===== src/design/fps_pkg.sv =====
// shared types and constants for the flash pulse sequencer
// no dependencies; imported by fps_step, flash_pulse_sequencer_core and tb_top

package fps_pkg;

    // item function codes
    localparam logic [1:0] FUNC_TICK = 2'd0;
    localparam logic [1:0] FUNC_FIRE = 2'd1;
    localparam logic [1:0] FUNC_SYNC = 2'd2;

    // phase codes, also reported on the phase port
    localparam logic [1:0] PH_IDLE   = 2'd0;
    localparam logic [1:0] PH_SETTLE = 2'd1;
    localparam logic [1:0] PH_FIRING = 2'd2;
    localparam logic [1:0] PH_SYNC   = 2'd3;

    // configuration register indexes
    localparam logic [1:0] REG_MAX_PULSE = 2'd0;
    localparam logic [1:0] REG_COOLDOWN  = 2'd1;
    localparam logic [1:0] REG_SETTLE    = 2'd2;
    localparam logic [1:0] REG_SYNC_ONLY = 2'd3;

    // register reset values
    localparam logic [7:0]  MAX_PULSE_RST = 8'd20;
    localparam logic [15:0] COOLDOWN_RST  = 16'd1000;
    localparam logic [7:0]  SETTLE_RST    = 8'd5;
    localparam logic [7:0]  SYNC_ONLY_RST = 8'd10;

    // drive level ceiling in percent
    localparam logic [7:0] LEVEL_CAP = 8'd100;

    typedef struct packed {
        logic [7:0]  max_pulse_ms;
        logic [15:0] cooldown_ms;
        logic [7:0]  settle_delay;
        logic [7:0]  sync_only_ms;
    } cfg_t;

    typedef struct packed {
        logic [1:0]  phase;
        logic [7:0]  step_left;
        logic [7:0]  pulse_left;
        logic [15:0] cooldown_left;
        logic [6:0]  level;
        logic        sync;
    } seq_state_t;

    typedef struct packed {
        logic [1:0] func;
        logic [7:0] pulse_ms;
        logic [7:0] level_pct;
        logic       sync_req;
    } item_t;

endpackage


===== src/design/fps_step.sv =====
// next-state logic of the flash sequencer for one item
// depends on fps_pkg for the state, item and config types

module fps_step
    import fps_pkg::*;
(
    input  seq_state_t cur,
    input  item_t      item,
    input  cfg_t       cfg,
    output seq_state_t nxt,
    output logic       accepted
);

    logic [7:0]  step_dec;
    logic [7:0]  pulse_dec;
    logic [15:0] cool_dec;
    logic [7:0]  len_clamped;
    logic [6:0]  level_clamped;

    // saturating countdowns
    assign step_dec  = (cur.step_left != 8'd0) ? cur.step_left - 8'd1 : 8'd0;
    assign pulse_dec = (cur.pulse_left != 8'd0) ? cur.pulse_left - 8'd1 : 8'd0;
    assign cool_dec  = (cur.cooldown_left != 16'd0) ? cur.cooldown_left - 16'd1 : 16'd0;

    // request clamps
    assign len_clamped   = (item.pulse_ms > cfg.max_pulse_ms) ? cfg.max_pulse_ms
                                                              : item.pulse_ms;
    assign level_clamped = (item.level_pct > LEVEL_CAP) ? LEVEL_CAP[6:0]
                                                        : item.level_pct[6:0];

    always_comb
    begin
        nxt      = cur;
        accepted = 1'b0;
        case (item.func)
            FUNC_TICK:
            begin
                nxt.cooldown_left = cool_dec;
                case (cur.phase)
                    PH_SETTLE:
                    begin
                        nxt.step_left  = step_dec;
                        nxt.pulse_left = pulse_dec;
                        if (step_dec == 8'd0)
                        begin
                            nxt.sync  = 1'b1;
                            nxt.phase = PH_FIRING;
                        end
                    end
                    PH_FIRING:
                    begin
                        nxt.pulse_left = pulse_dec;
                        // pulse over: lights off and cooldown starts
                        if (pulse_dec == 8'd0)
                        begin
                            nxt.level         = 7'd0;
                            nxt.sync          = 1'b0;
                            nxt.cooldown_left = cfg.cooldown_ms;
                            nxt.phase         = PH_IDLE;
                        end
                    end
                    PH_SYNC:
                    begin
                        nxt.step_left = step_dec;
                        if (step_dec == 8'd0)
                        begin
                            nxt.sync  = 1'b0;
                            nxt.phase = PH_IDLE;
                        end
                    end
                    default:
                    begin
                    end
                endcase
            end
            FUNC_FIRE:
            begin
                if (cur.phase == PH_IDLE && cur.cooldown_left == 16'd0
                    && item.pulse_ms != 8'd0 && item.level_pct != 8'd0)
                begin
                    accepted       = 1'b1;
                    nxt.level      = level_clamped;
                    nxt.pulse_left = len_clamped;
                    // sync after settle only if the flash outlasts the settle time
                    if (item.sync_req && len_clamped > cfg.settle_delay)
                    begin
                        nxt.step_left = cfg.settle_delay;
                        nxt.phase     = PH_SETTLE;
                    end
                    else
                    begin
                        if (item.sync_req)
                            nxt.sync = 1'b1;
                        nxt.phase = PH_FIRING;
                    end
                end
            end
            FUNC_SYNC:
            begin
                // not held off by cooldown
                if (cur.phase == PH_IDLE)
                begin
                    accepted      = 1'b1;
                    nxt.sync      = 1'b1;
                    nxt.step_left = cfg.sync_only_ms;
                    nxt.phase     = PH_SYNC;
                end
            end
            default:
            begin
            end
        endcase
    end

endmodule


===== src/design/flash_pulse_sequencer_core.sv =====
// flash pulse sequencer: input register, state update, result register
// an accepted item is held in the input register, and its status is registered in the result register
// throughput: one item per cycle while out_stall does not hold the result register
// reset: asynchronous, clears sequencer state, pipeline valids, registers to defaults
// depends on fps_pkg and fps_step

module flash_pulse_sequencer_core
    import fps_pkg::*;
(
    input  logic        clk,
    input  logic        rst_n,
    // item input
    input  logic        in_valid,
    output logic        in_stall,
    input  logic [1:0]  func,
    input  logic [7:0]  pulse_ms,
    input  logic [7:0]  level_pct,
    input  logic        sync_req,
    // result output
    output logic        out_valid,
    input  logic        out_stall,
    output logic        accepted,
    output logic        busy_res,
    output logic        sync_line,
    output logic [6:0]  drive_pct,
    output logic [1:0]  phase,
    // configuration writes
    input  logic        cfg_valid,
    output logic        cfg_ready,
    input  logic [1:0]  cfg_index,
    input  logic [15:0] cfg_data
);

    cfg_t       cfg_reg;
    seq_state_t state_reg;
    seq_state_t state_next;
    item_t      item_reg;
    logic       item_valid_reg;
    logic       acc_next;
    logic       advance;

    logic       out_valid_reg;
    logic       accepted_reg;
    logic       busy_reg;
    logic       sync_line_reg;
    logic [6:0] drive_reg;
    logic [1:0] phase_out_reg;

    // pipeline moves when the result register is free or being taken
    assign advance   = !out_valid_reg || !out_stall;
    assign in_stall  = item_valid_reg && !advance;
    assign cfg_ready = 1'b1;

    // configuration registers
    always_ff @(posedge clk or negedge rst_n)
    begin
        if (!rst_n)
        begin
            cfg_reg.max_pulse_ms <= MAX_PULSE_RST;
            cfg_reg.cooldown_ms  <= COOLDOWN_RST;
            cfg_reg.settle_delay <= SETTLE_RST;
            cfg_reg.sync_only_ms <= SYNC_ONLY_RST;
        end
        else if (cfg_valid && cfg_ready)
        begin
            case (cfg_index)
                REG_MAX_PULSE: cfg_reg.max_pulse_ms <= cfg_data[7:0];
                REG_COOLDOWN:  cfg_reg.cooldown_ms  <= cfg_data;
                REG_SETTLE:    cfg_reg.settle_delay <= cfg_data[7:0];
                REG_SYNC_ONLY: cfg_reg.sync_only_ms <= cfg_data[7:0];
                default:       cfg_reg              <= cfg_reg;
            endcase
        end
    end

    // input item register
    always_ff @(posedge clk or negedge rst_n)
    begin
        if (!rst_n)
            item_valid_reg <= 1'b0;
        else if (!in_stall)
            item_valid_reg <= in_valid;
    end

    always_ff @(posedge clk)
    begin
        if (!in_stall && in_valid)
        begin
            item_reg.func      <= func;
            item_reg.pulse_ms  <= pulse_ms;
            item_reg.level_pct <= level_pct;
            item_reg.sync_req  <= sync_req;
        end
    end

    fps_step u_step (
        .cur      (state_reg),
        .item     (item_reg),
        .cfg      (cfg_reg),
        .nxt      (state_next),
        .accepted (acc_next)
    );

    // sequencer state, updated once per item
    always_ff @(posedge clk or negedge rst_n)
    begin
        if (!rst_n)
        begin
            state_reg.phase         <= PH_IDLE;
            state_reg.step_left     <= 8'd0;
            state_reg.pulse_left    <= 8'd0;
            state_reg.cooldown_left <= 16'd0;
            state_reg.level         <= 7'd0;
            state_reg.sync          <= 1'b0;
        end
        else if (advance && item_valid_reg)
        begin
            state_reg <= state_next;
        end
    end

    // result register
    always_ff @(posedge clk or negedge rst_n)
    begin
        if (!rst_n)
            out_valid_reg <= 1'b0;
        else if (advance)
            out_valid_reg <= item_valid_reg;
    end

    always_ff @(posedge clk)
    begin
        if (advance && item_valid_reg)
        begin
            accepted_reg  <= acc_next;
            busy_reg      <= (state_next.phase != PH_IDLE);
            sync_line_reg <= state_next.sync;
            drive_reg     <= state_next.level;
            phase_out_reg <= state_next.phase;
        end
    end

    assign out_valid = out_valid_reg;
    assign accepted  = accepted_reg;
    assign busy_res  = busy_reg;
    assign sync_line = sync_line_reg;
    assign drive_pct = drive_reg;
    assign phase     = phase_out_reg;

    // checks on the sequencer's own logic
    a_drive_cap: assert property (@(posedge clk) disable iff (!rst_n)
        out_valid |-> drive_pct <= LEVEL_CAP[6:0])
        else $error("drive level above ceiling");

    a_busy_phase: assert property (@(posedge clk) disable iff (!rst_n)
        out_valid |-> busy_res == (phase != PH_IDLE))
        else $error("busy flag disagrees with phase");

    a_sync_only_dark: assert property (@(posedge clk) disable iff (!rst_n)
        (out_valid && phase == PH_SYNC) |-> drive_pct == 7'd0)
        else $error("leds lit during sync-only pulse");

    a_stall_cause: assert property (@(posedge clk) disable iff (!rst_n)
        in_stall |-> (out_valid && out_stall))
        else $error("input stalled while result side free");

endmodule


===== config.mk =====
export PLATFORM = sky130hd
export DESIGN_NAME = flash_pulse_sequencer_core
export DESIGN_NICKNAME = d
export VERILOG_FILES = /design/src/design/fps_pkg.sv /design/src/design/fps_step.sv /design/src/design/flash_pulse_sequencer_core.sv
export SDC_FILE = /design/constraint.sdc
export NUM_CORES = 1
export LEC_CHECK = 0
export BUFFER_PORTS_ARGS = -buffer_cell sky130_fd_sc_hd__buf_2
export CORE_MARGIN = 5
export CORE_UTILIZATION = 60
export DETAILED_ROUTE_END_ITERATION = 8
export PLACE_DENSITY_LB_ADDON = 0.1
export SYNTH_ARGS = -nofsm -noshare
export SYNTH_HDL_FRONTEND = slang
export SYNTH_SLANG_ARGS = --single-unit

===== constraint.sdc =====
create_clock -name clk -period 7.4 [get_ports clk]
set_input_delay 0 -clock clk [delete_from_list [all_inputs] [get_ports clk]]
set_output_delay 0 -clock clk [all_outputs]
set_load 0.01 [all_outputs]

==> out/metrics.yaml, run 1 <==
layout:
  finish.instance_area_mm2: 0.00742
  area_growth_pct: 22.2
  largest_reg_flops: 42
  fin_nets: 737
  final_common_cell: "dfrtp_1"
  finish.utilization: 0.755
  final_cell_mix: "dfrtp_1, o21ai_0, buf_2"
  diodes: 0
  fin_cells: 813
  multi_input_area_mm2: 0.00277
  drive_gt1_frac: 0.232
  layout.area.seq_mm2: 0.00305
  num-fill-cells: 681
critical_path:
  start_kind: "flop"
  r2r_slack_ns: 3.31
  crit_fanout: 8
  cp.required_ns: 7.66
  worst_setup_path_end_kind: "flop"
  cp.arrival_ns: 4.35
  critPathKind: "flop to flop"
cts:
  cts_root_buffer: "clkbuf_8"
  postCtsSetupRepairBufs: 0
  cts_tree: "yes"
  cts_buffer_depth: 2
  ctsResizeCount: 0
  htreeDepth: 4
  clkTransAtPathRegs_ns: 0.06
  numCtsBuffers: 17
  clock_sinks: 115
  clkLatencyLatePin_ns: 0.51
floorplan:
  die_width_um: 111
  ioPinCount: 57
  rows: 36
  start_util: 0.618
  die_h_um: 111
  coreArea_mm2: 0.00982
  dieArea_mm2: 0.0122
routing:
  drt_iter0_drc: 443
  first_pass_iters: 6
  num_vias: 4909
  viasPerCell: 6.04
  routed_wl_um: 15000
  ant_nets: 0
  wl_per_cell_um: 18.4
  route.detailed.drc: 0
power:
  combPwrFrac: 0.282
  cell_internal_pwr_mw: 1.66
  sw_frac_of_total: 0.330
  switchingPower_mw: 0.817
  pwr-share-seq: 0.385
  clkPwrFrac: 0.334
  power_leakage_nw: 3.12
  p_per_area_mw_per_mm2: 334
  power_mw: 2.48
  vdd_ir_drop_max_mv: 0.178
synthesis:
  synth-edff-count: 31
  syn-num-nets: 644
  yosys.area_share.simple: 0.137
  ys_seq_area_frac: 0.502
  synth_xor_area_frac: 0.00577
  synth_area_mm2: 0.00607
  synth_cell_types: 77
  synthArstFlopShare: 0.730
  yosys_most_used_dff: "dfrtp_1"
  synth_compound_area_frac: 0.173
  yosysWarnings: 0
  ys_seq_elements: 115
  synth_top_family_by_area: "compound AO/OA/AOI/OAI gates"
  synth_cells: 574
  synth.avg_cell_area_um2: 10.6
  muxShareOfSynthArea: 0.0824
  yosys.area.top_type: "dfrtp_1"
  synth.top_cell.area_share: 0.297
  synth.area.top_cells: "dfrtp_1, edfxtp_1, mux2_2"
  synthAdderAreaFrac: 0.0577
placed_design:
  dp.final_hpwl_um: 9940
  place_area_mm2: 0.00642
  dp.cells: 741
  place_congestion: 0.892
  portBuffers: 55
timing:
  period_needed_ns: 4.09
  skew_ns: 0.00575
  period_share: 0.553
  setup_violations: 0
  rsz0062_at_grt: "false"
  finalHoldViolCount: 0
  slew_headroom: 0.246
  worst_pin_slew_ns: 1.13
  finalMaxSlewViolations: 0
  tns_ns: 0
  max_freq_mhz: 245
global_routing:
  grt_pass1_vias: 4929
  grt_max_degree: 85
  grt_pass1_wl_um: 24700
  antenna_found_initial: 0
  gr-total-overflow: 0
  gr-usage-all-layers: 0.251
status:
  status: "finished, final reports clean"
worst_hold_path:
  worstHoldPathType: "primary input to flop"
run:
  cap_violations: 0
power groups by stage:
| stage | logic (mW) | clock network (mW) | registers [mW] |
|---|---|---|---|
| after floorplan | 0.517 | 0 | 0.918 |
| after global placement | 0.639 | 0 | 0.948 |
| after detailed placement | 0.660 | 0 | 0.955 |
| after CTS | 0.691 | 0.834 | 0.948 |
| after global routing | 0.784 | 0.863 | 0.973 |
| final | 0.699 | 0.826 | 0.953 |
cell usage after synthesis (3+ instances only):
library cell / n
a32o_1: 5
or2_2: 3
or3_1: 4
a21oi_1: 41
clkbuf_1: 15
dfrtp_1: 72
a21o_1: 4
a22oi_1: 3
nor3b_1: 4
inv_1: 38
nor2_1: 49
xor2_1: 3
dfstp_2: 12
nor4_1: 4
a222oi_1: 7
nand2_1: 35
nand4_1: 7
edfxtp_1: 31
o22ai_1: 3
nand2b_1: 5
a211oi_1: 5
mux2i_1: 5
buf_4: 3
nand3_1: 5
a22o_1: 4
a32oi_1: 7
mux2_2: 40
o21ai_0: 60
nor3_1: 16
ha_1: 28
path summary, 6_finish.rpt:
path | start | to | depth (start not counted)
worst max-delay path | item_reg[10]$_DFFE_PP_ | busy_res$_DFFE_PP_ | 14
worst min-delay path | cfg_index[0] | cfg_reg[38]$_DFFE_PN0P_ | 5
worst max register to register | item_reg[10]$_DFFE_PP_ | busy_res$_DFFE_PP_ | 14
worst min register to register | state_reg[7]$_DFFE_PN0P_ | state_reg[7]$_DFFE_PN0P_ | 2
max in group asynchronous | rst_n | state_reg[6]$_DFFE_PN0P_ | 2
min in group asynchronous | rst_n | state_reg[21]$_DFFE_PN0P_ | 2
layer usage:
layer  vias up  global-route usage  routed length [um]
li1       2310                   -                   -
met1      2391               0.320                6410
met2       172               0.421                7500
met3        36              0.0542                 707
met4         0              0.0928                 342
met5         -                   0                   0
cell type report:
cell class | instances | area share
clock buffers | 20 | 0.0587
clock inverters | 12 | 0.0218
inverters | 39 | 0.0197
multi-input cells | 398 | 0.374
flip-flops and latches | 115 | 0.411
well taps | 133 | 0.0224
repair buffers | 96 | 0.0925
metrics by stage:
stage / setup slack, ns / hold slack [ns]
after detailed placement: 3.42 / 0.178
after CTS: 3.40 / 0.00956
after global routing: 3.06 / 0.0561
after global placement: 3.53 / 0.176
after floorplan: 3.84 / -0.296
final: 3.31 / 0.0324
cells by family after synthesis:
family,Yosys count
fa+ha+maj,28
compound gates,163
buf+inv,61
other cells,1
mux,45
flops,115
xor+xnor,4
simple gates,157
critical path, stage by stage (launching register included):
cell and delay [ns]:
edfxtp_1 0.44, ha_1 0.33, nor2b_1 0.13, o211ai_1 0.09, a21o_1 0.16, a21oi_1 0.64, mux2_2 0.45, ha_1 0.30
nor2b_1 0.13, o211ai_1 0.09, a21oi_1 0.20, o2111ai_2 0.19, a211oi_1 0.38, a211oi_2 0.07, or2_1 0.23
timing repair:
action                                 in CTS  in global routing
endpoints found under the hold margin     134                  0
hold buffers                               40                  0
setup endpoints to repair                   0                  0
No activity file was read; power rests on OpenSTA's default activity.
==> run 2: changes to the inputs <==
- clock period: 7.4 -> 4.1 ns (I/O delays scaled with it)
==> out/metrics.yaml, run 2 (synthesis results as in run 1) <==
cts:
  clkTransAtPathRegs_ns: 0.06
  clkLatencyLatePin_ns: 0.53
  htreeDepth: 4
  clock_sinks: 115
  numCtsBuffers: 17
  cts_root_buffer: "clkbuf_8"
  cts_tree: "yes"
  ctsResizeCount: 0
  cts_buffer_depth: 2
global_routing:
  grt_pass1_vias: 5198
  grt_max_degree: 44
  grt_pass1_wl_um: 25900
  gr-usage-all-layers: 0.265
  gr-total-overflow: 0
  antenna_found_initial: 0
timing:
  finalMaxSlewViolations: 0
  worst_pin_slew_ns: 1.06
  finalHoldViolCount: 0
  period_needed_ns: 3.82
  tns_ns: 0
  max_freq_mhz: 262
  skew_ns: 0.00964
  rsz0062_at_grt: "false"
  slew_headroom: 0.293
  setup_violations: 0
  period_share: 0.932
  whs_ns: 0.0142
routing:
  drt_iter0_drc: 471
  route.detailed.drc: 0
  routed_wl_um: 15400
  viasPerCell: 6.06
  num_vias: 4976
  ant_nets: 0
  wl_per_cell_um: 18.8
  first_pass_iters: 5
floorplan:
  rows: 36
  die_width_um: 111
  start_util: 0.618
  ioPinCount: 57
  die_h_um: 111
  coreArea_mm2: 0.00982
  dieArea_mm2: 0.0122
placed_design:
  place_congestion: 0.896
  portBuffers: 55
  dp.final_hpwl_um: 10300
critical_path:
  cp.required_ns: 4.53
  rr_endpoint: "state_reg[38]$_DFFE_PN0P_"
  critPathKind: "flop to flop"
  crit_fanout: 16
  worst_setup_path_end_kind: "flop"
  r2r.worst_path.cells: 16
  crit-reg2reg-launch: "cfg_reg[36]$_DFFE_PN1P_"
  r2r_slack_ns: 0.28
  cp.arrival_ns: 4.25
  start_kind: "flop"
layout:
  area_growth_pct: 22.1
  final_common_cell: "dfrtp_1"
  diodes: 0
  finish.utilization: 0.755
  final_cell_mix: "dfrtp_1, o21ai_0, buf_2"
  num-fill-cells: 686
  largest_reg_flops: 42
  drive_gt1_frac: 0.235
  fin_nets: 745
run:
  cap_violations: 0
status:
  status: "finished, final reports clean"
power:
  p_per_area_mw_per_mm2: 578
  vdd_ir_drop_max_mv: 0.423
  power_leakage_nw: 3.11
worst_hold_path:
  worstHoldPathType: "primary input to async pin"
run 2: how the worst max path moves through the flow:
stage	startpoint	endpoint	slack [ns]	cells after the start
after detailed placement	item_reg[10]$_DFFE_PP_	state_reg[38]$_DFFE_PN0P_	0.46	15
final	cfg_reg[36]$_DFFE_PN1P_	state_reg[38]$_DFFE_PN0P_	0.28	16
after CTS	cfg_reg[36]$_DFFE_PN1P_	state_reg[38]$_DFFE_PN0P_	0.38	16
after global placement	cfg_reg[34]$_DFFE_PN1P_	busy_res$_DFFE_PP_	0.57	15
after floorplan	cfg_reg[34]$_DFFE_PN1P_	sync_line$_DFFE_PP_	0.54	14
after global routing	item_reg[10]$_DFFE_PP_	state_reg[38]$_DFFE_PN0P_	0.10	15
run 2: through the flow:
stage | power, mW | worst slack (ns) | cell area [um^2] | instances
detailed placement | 2.93 | 0.463 | 6450 | 745
floorplan | 2.59 | 0.538 | 6070 | 574
global route | 4.55 | 0.101 | 7410 | 821
CTS | 4.28 | 0.379 | 7410 | 821
finish | 4.28 | 0.279 | 7410 | 821
global placement | 2.87 | 0.568 | 6450 | 745
run 2: power breakdown:
group | internal [mW] | total [mW] | switching [mW]
Combinational | 0.551 | 1.28 | 0.726
Clock | 0.787 | 1.29 | 0.503
Sequential | 1.46 | 1.72 | 0.252
run 2: metal layers:
metal | vias up | wire length (um) | track usage
met3 | 38 | 727 | 0.0640
met1 | 2451 | 6410 | 0.325
met2 | 162 | 7820 | 0.447
li1 | 2325 | - | -
met5 | - | 0 | 0
met4 | 0 | 460 | 0.113
run 2: repair_timing:
item | 4_1_cts | 5_1_grt
endpoints found under the setup margin | 0 | 0
hold endpoints to repair | 105 | 0
hold buffers | 44 | 0
buffers inserted | 0 | 0
run 2: critical path, cell delays in order, from the launching register on:
cell	delay, ns
dfstp_2	0.53
inv_1	0.06
ha_1	0.20
a21o_1	0.17
a21o_1	0.17
a21oi_1	0.17
a21oi_1	0.10
buf_4	0.17
mux2_2	0.29
ha_1	0.30
nor2b_1	0.15
o211ai_1	0.10
a21oi_1	0.21
o2111ai_2	0.19
a21oi_2	0.57
nor2_1	0.13
a41oi_1	0.22
run 2: area by class of cell:
class                      instances  area [um^2]  area share
clock inverter                     9         53.8     0.00726
multi-input combinational        398         2770       0.374
sequential                       115         3050       0.411
inverter                          39          146      0.0198
clock buffer                      23          468      0.0631
timing repair buffer             104          756       0.102
tap                              133          166      0.0225
==> run 3: changes to the inputs <==
- RECOVER_POWER: not set -> 25
- SLEW_MARGIN: not set -> 20
==> out/metrics.yaml, run 3 (synthesis results as in run 1) <==
power:
  sw_frac_of_total: 0.347
  clkPwrFrac: 0.302
  vdd_ir_drop_max_mv: 0.424
  power_mw: 4.29
  power_leakage_nw: 3.11
  pwr-share-seq: 0.400
  p_per_area_mw_per_mm2: 579
  combPwrFrac: 0.298
  switchingPower_mw: 1.49
  cell_internal_pwr_mw: 2.80
critical_path:
  crit_fanout: 16
  start_kind: "flop"
  worst_setup_path_end_kind: "flop"
  cp.arrival_ns: 4.23
  cp.required_ns: 4.53
  critPathKind: "flop to flop"
routing:
  first_pass_iters: 7
  ant_nets: 0
  routed_wl_um: 15400
  drt_iter0_drc: 475
  route.detailed.drc: 0
  wl_per_cell_um: 18.8
  viasPerCell: 6.03
  num_vias: 4951
status:
  violations: "max-capacitance violations, max-slew violations"
  status: "finished with violations"
layout:
  largest_reg_flops: 42
  diodes: 0
  final_common_cell: "dfrtp_1"
  area_growth_pct: 22.1
  drive_gt1_frac: 0.235
  final_cell_mix: "dfrtp_1, o21ai_0, buf_2"
  finish.instance_area_mm2: 0.00741
  fin_nets: 745
timing:
  setup_violations: 0
  skew_ns: 0.00960
  worst_pin_slew_ns: 2.28
  tns_ns: 0
  rsz0062_at_grt: "false"
  max_freq_mhz: 263
  period_share: 0.926
  finalHoldViolCount: 0
  slew_headroom: -0.523
  finalWorstSetupSlack_ns: 0.302
  period_needed_ns: 3.80
  finalMaxSlewViolations: 43
cts:
  clkLatencyLatePin_ns: 0.53
  clock_sinks: 115
  clkTransAtPathRegs_ns: 0.05
  cts_root_buffer: "clkbuf_8"
  htreeDepth: 4
  cts_tree: "yes"
  postCtsSetupRepairBufs: 0
  cts_buffer_depth: 2
  ctsResizeCount: 0
  numCtsBuffers: 17
floorplan:
  ioPinCount: 57
  start_util: 0.618
  die_width_um: 111
  dieArea_mm2: 0.0122
  rows: 36
  die_h_um: 111
  coreArea_mm2: 0.00982
global_routing:
  antenna_found_initial: 0
  grt_pass1_wl_um: 25900
  grt_max_degree: 44
  grt_pass1_vias: 5198
  gr-total-overflow: 0
  gr-usage-all-layers: 0.265
placed_design:
  dp.final_hpwl_um: 10300
  portBuffers: 55
  dp_slack_ns: 0.463
  place_congestion: 0.896
  place_area_mm2: 0.00645
run:
  cap_violations: 1
worst_hold_path:
  worstHoldPathType: "primary input to flop"
[run 3: cell types whose count changed in the layout (fill, tap and decap cells not counted), sizes merged]
cell,previous run,this run
buf,60,59
clkbuf,23,24
[run 3: cell type report]
class                   count  area, um^2
repair buffers            104         752
fillers                   684        2410
flip-flops and latches    115        3050
well taps                 133         166
clock buffers              23         468
clock inverters             9        53.8
inverters                  39         146
multi-input cells         398        2780
[run 3: routing by layer]
metal  up-vias  share of wire  global-route usage
met5         -              0                   0
met4         0          0.031               0.113
met3        40          0.048              0.0640
met2       165           0.51               0.447
met1      2424           0.41               0.325
li1       2322              -                   -
[run 3: worst paths after layout]
| kind | startpoint | endpoint | slack, ns | depth (start not counted) |
|---|---|---|---|---|
| setup / recovery | cfg_reg[36]$_DFFE_PN1P_ | state_reg[38]$_DFFE_PN0P_ | 0.30 | 16 |
| hold / removal | pulse_ms[7] | item_reg[16]$_DFFE_PP_ | 0.19 | 2 |
| setup reg to reg | cfg_reg[36]$_DFFE_PN1P_ | state_reg[38]$_DFFE_PN0P_ | 0.30 | 16 |
| hold reg to reg | state_reg[7]$_DFFE_PN0P_ | state_reg[7]$_DFFE_PN0P_ | 0.49 | 2 |
| max in group asynchronous | rst_n | cfg_reg[36]$_DFFE_PN1P_ | 1.81 | 3 |
| min in group asynchronous | rst_n | state_reg[22]$_DFFE_PN0P_ | 0.70 | 2 |
[run 3: timing repair]
item / in CTS / in global routing
setup endpoints to repair: 0 / 0
hold endpoints to repair: 105 / 0
hold buffers: 44 / 0
[run 3: stage by stage]
step	cells	hold slack (ns)	utilization
floorplan	574	-0.296	-
detailed placement	745	0.0201	0.657
CTS	821	0.00848	0.755
global placement	745	0.0148	0.657
finish	821	0.186	0.755
global route	821	0.177	0.755
[run 3: worst max-delay path: stages (launching register included)]
cell	delay (ns)
dfstp_2	0.53
inv_1	0.05
ha_1	0.20
a21o_1	0.17
a21o_1	0.17
a21oi_1	0.17
a21oi_1	0.10
buf_4	0.17
mux2_2	0.29
ha_1	0.30
nor2b_1	0.15
o211ai_1	0.09
a21oi_1	0.22
o2111ai_2	0.18
a21oi_2	0.57
nor2_1	0.12
a41oi_1	0.21
[run 3: power groups by stage]
stage	sequential (mW)	combinational, mW	clock (mW)
2_1_floorplan	1.66	0.933	0
3_3_place_gp	1.71	1.16	0
3_5_place_dp	1.72	1.21	0
4_1_cts	1.71	1.26	1.30
5_1_grt	1.76	1.43	1.36
6_report	1.72	1.28	1.29
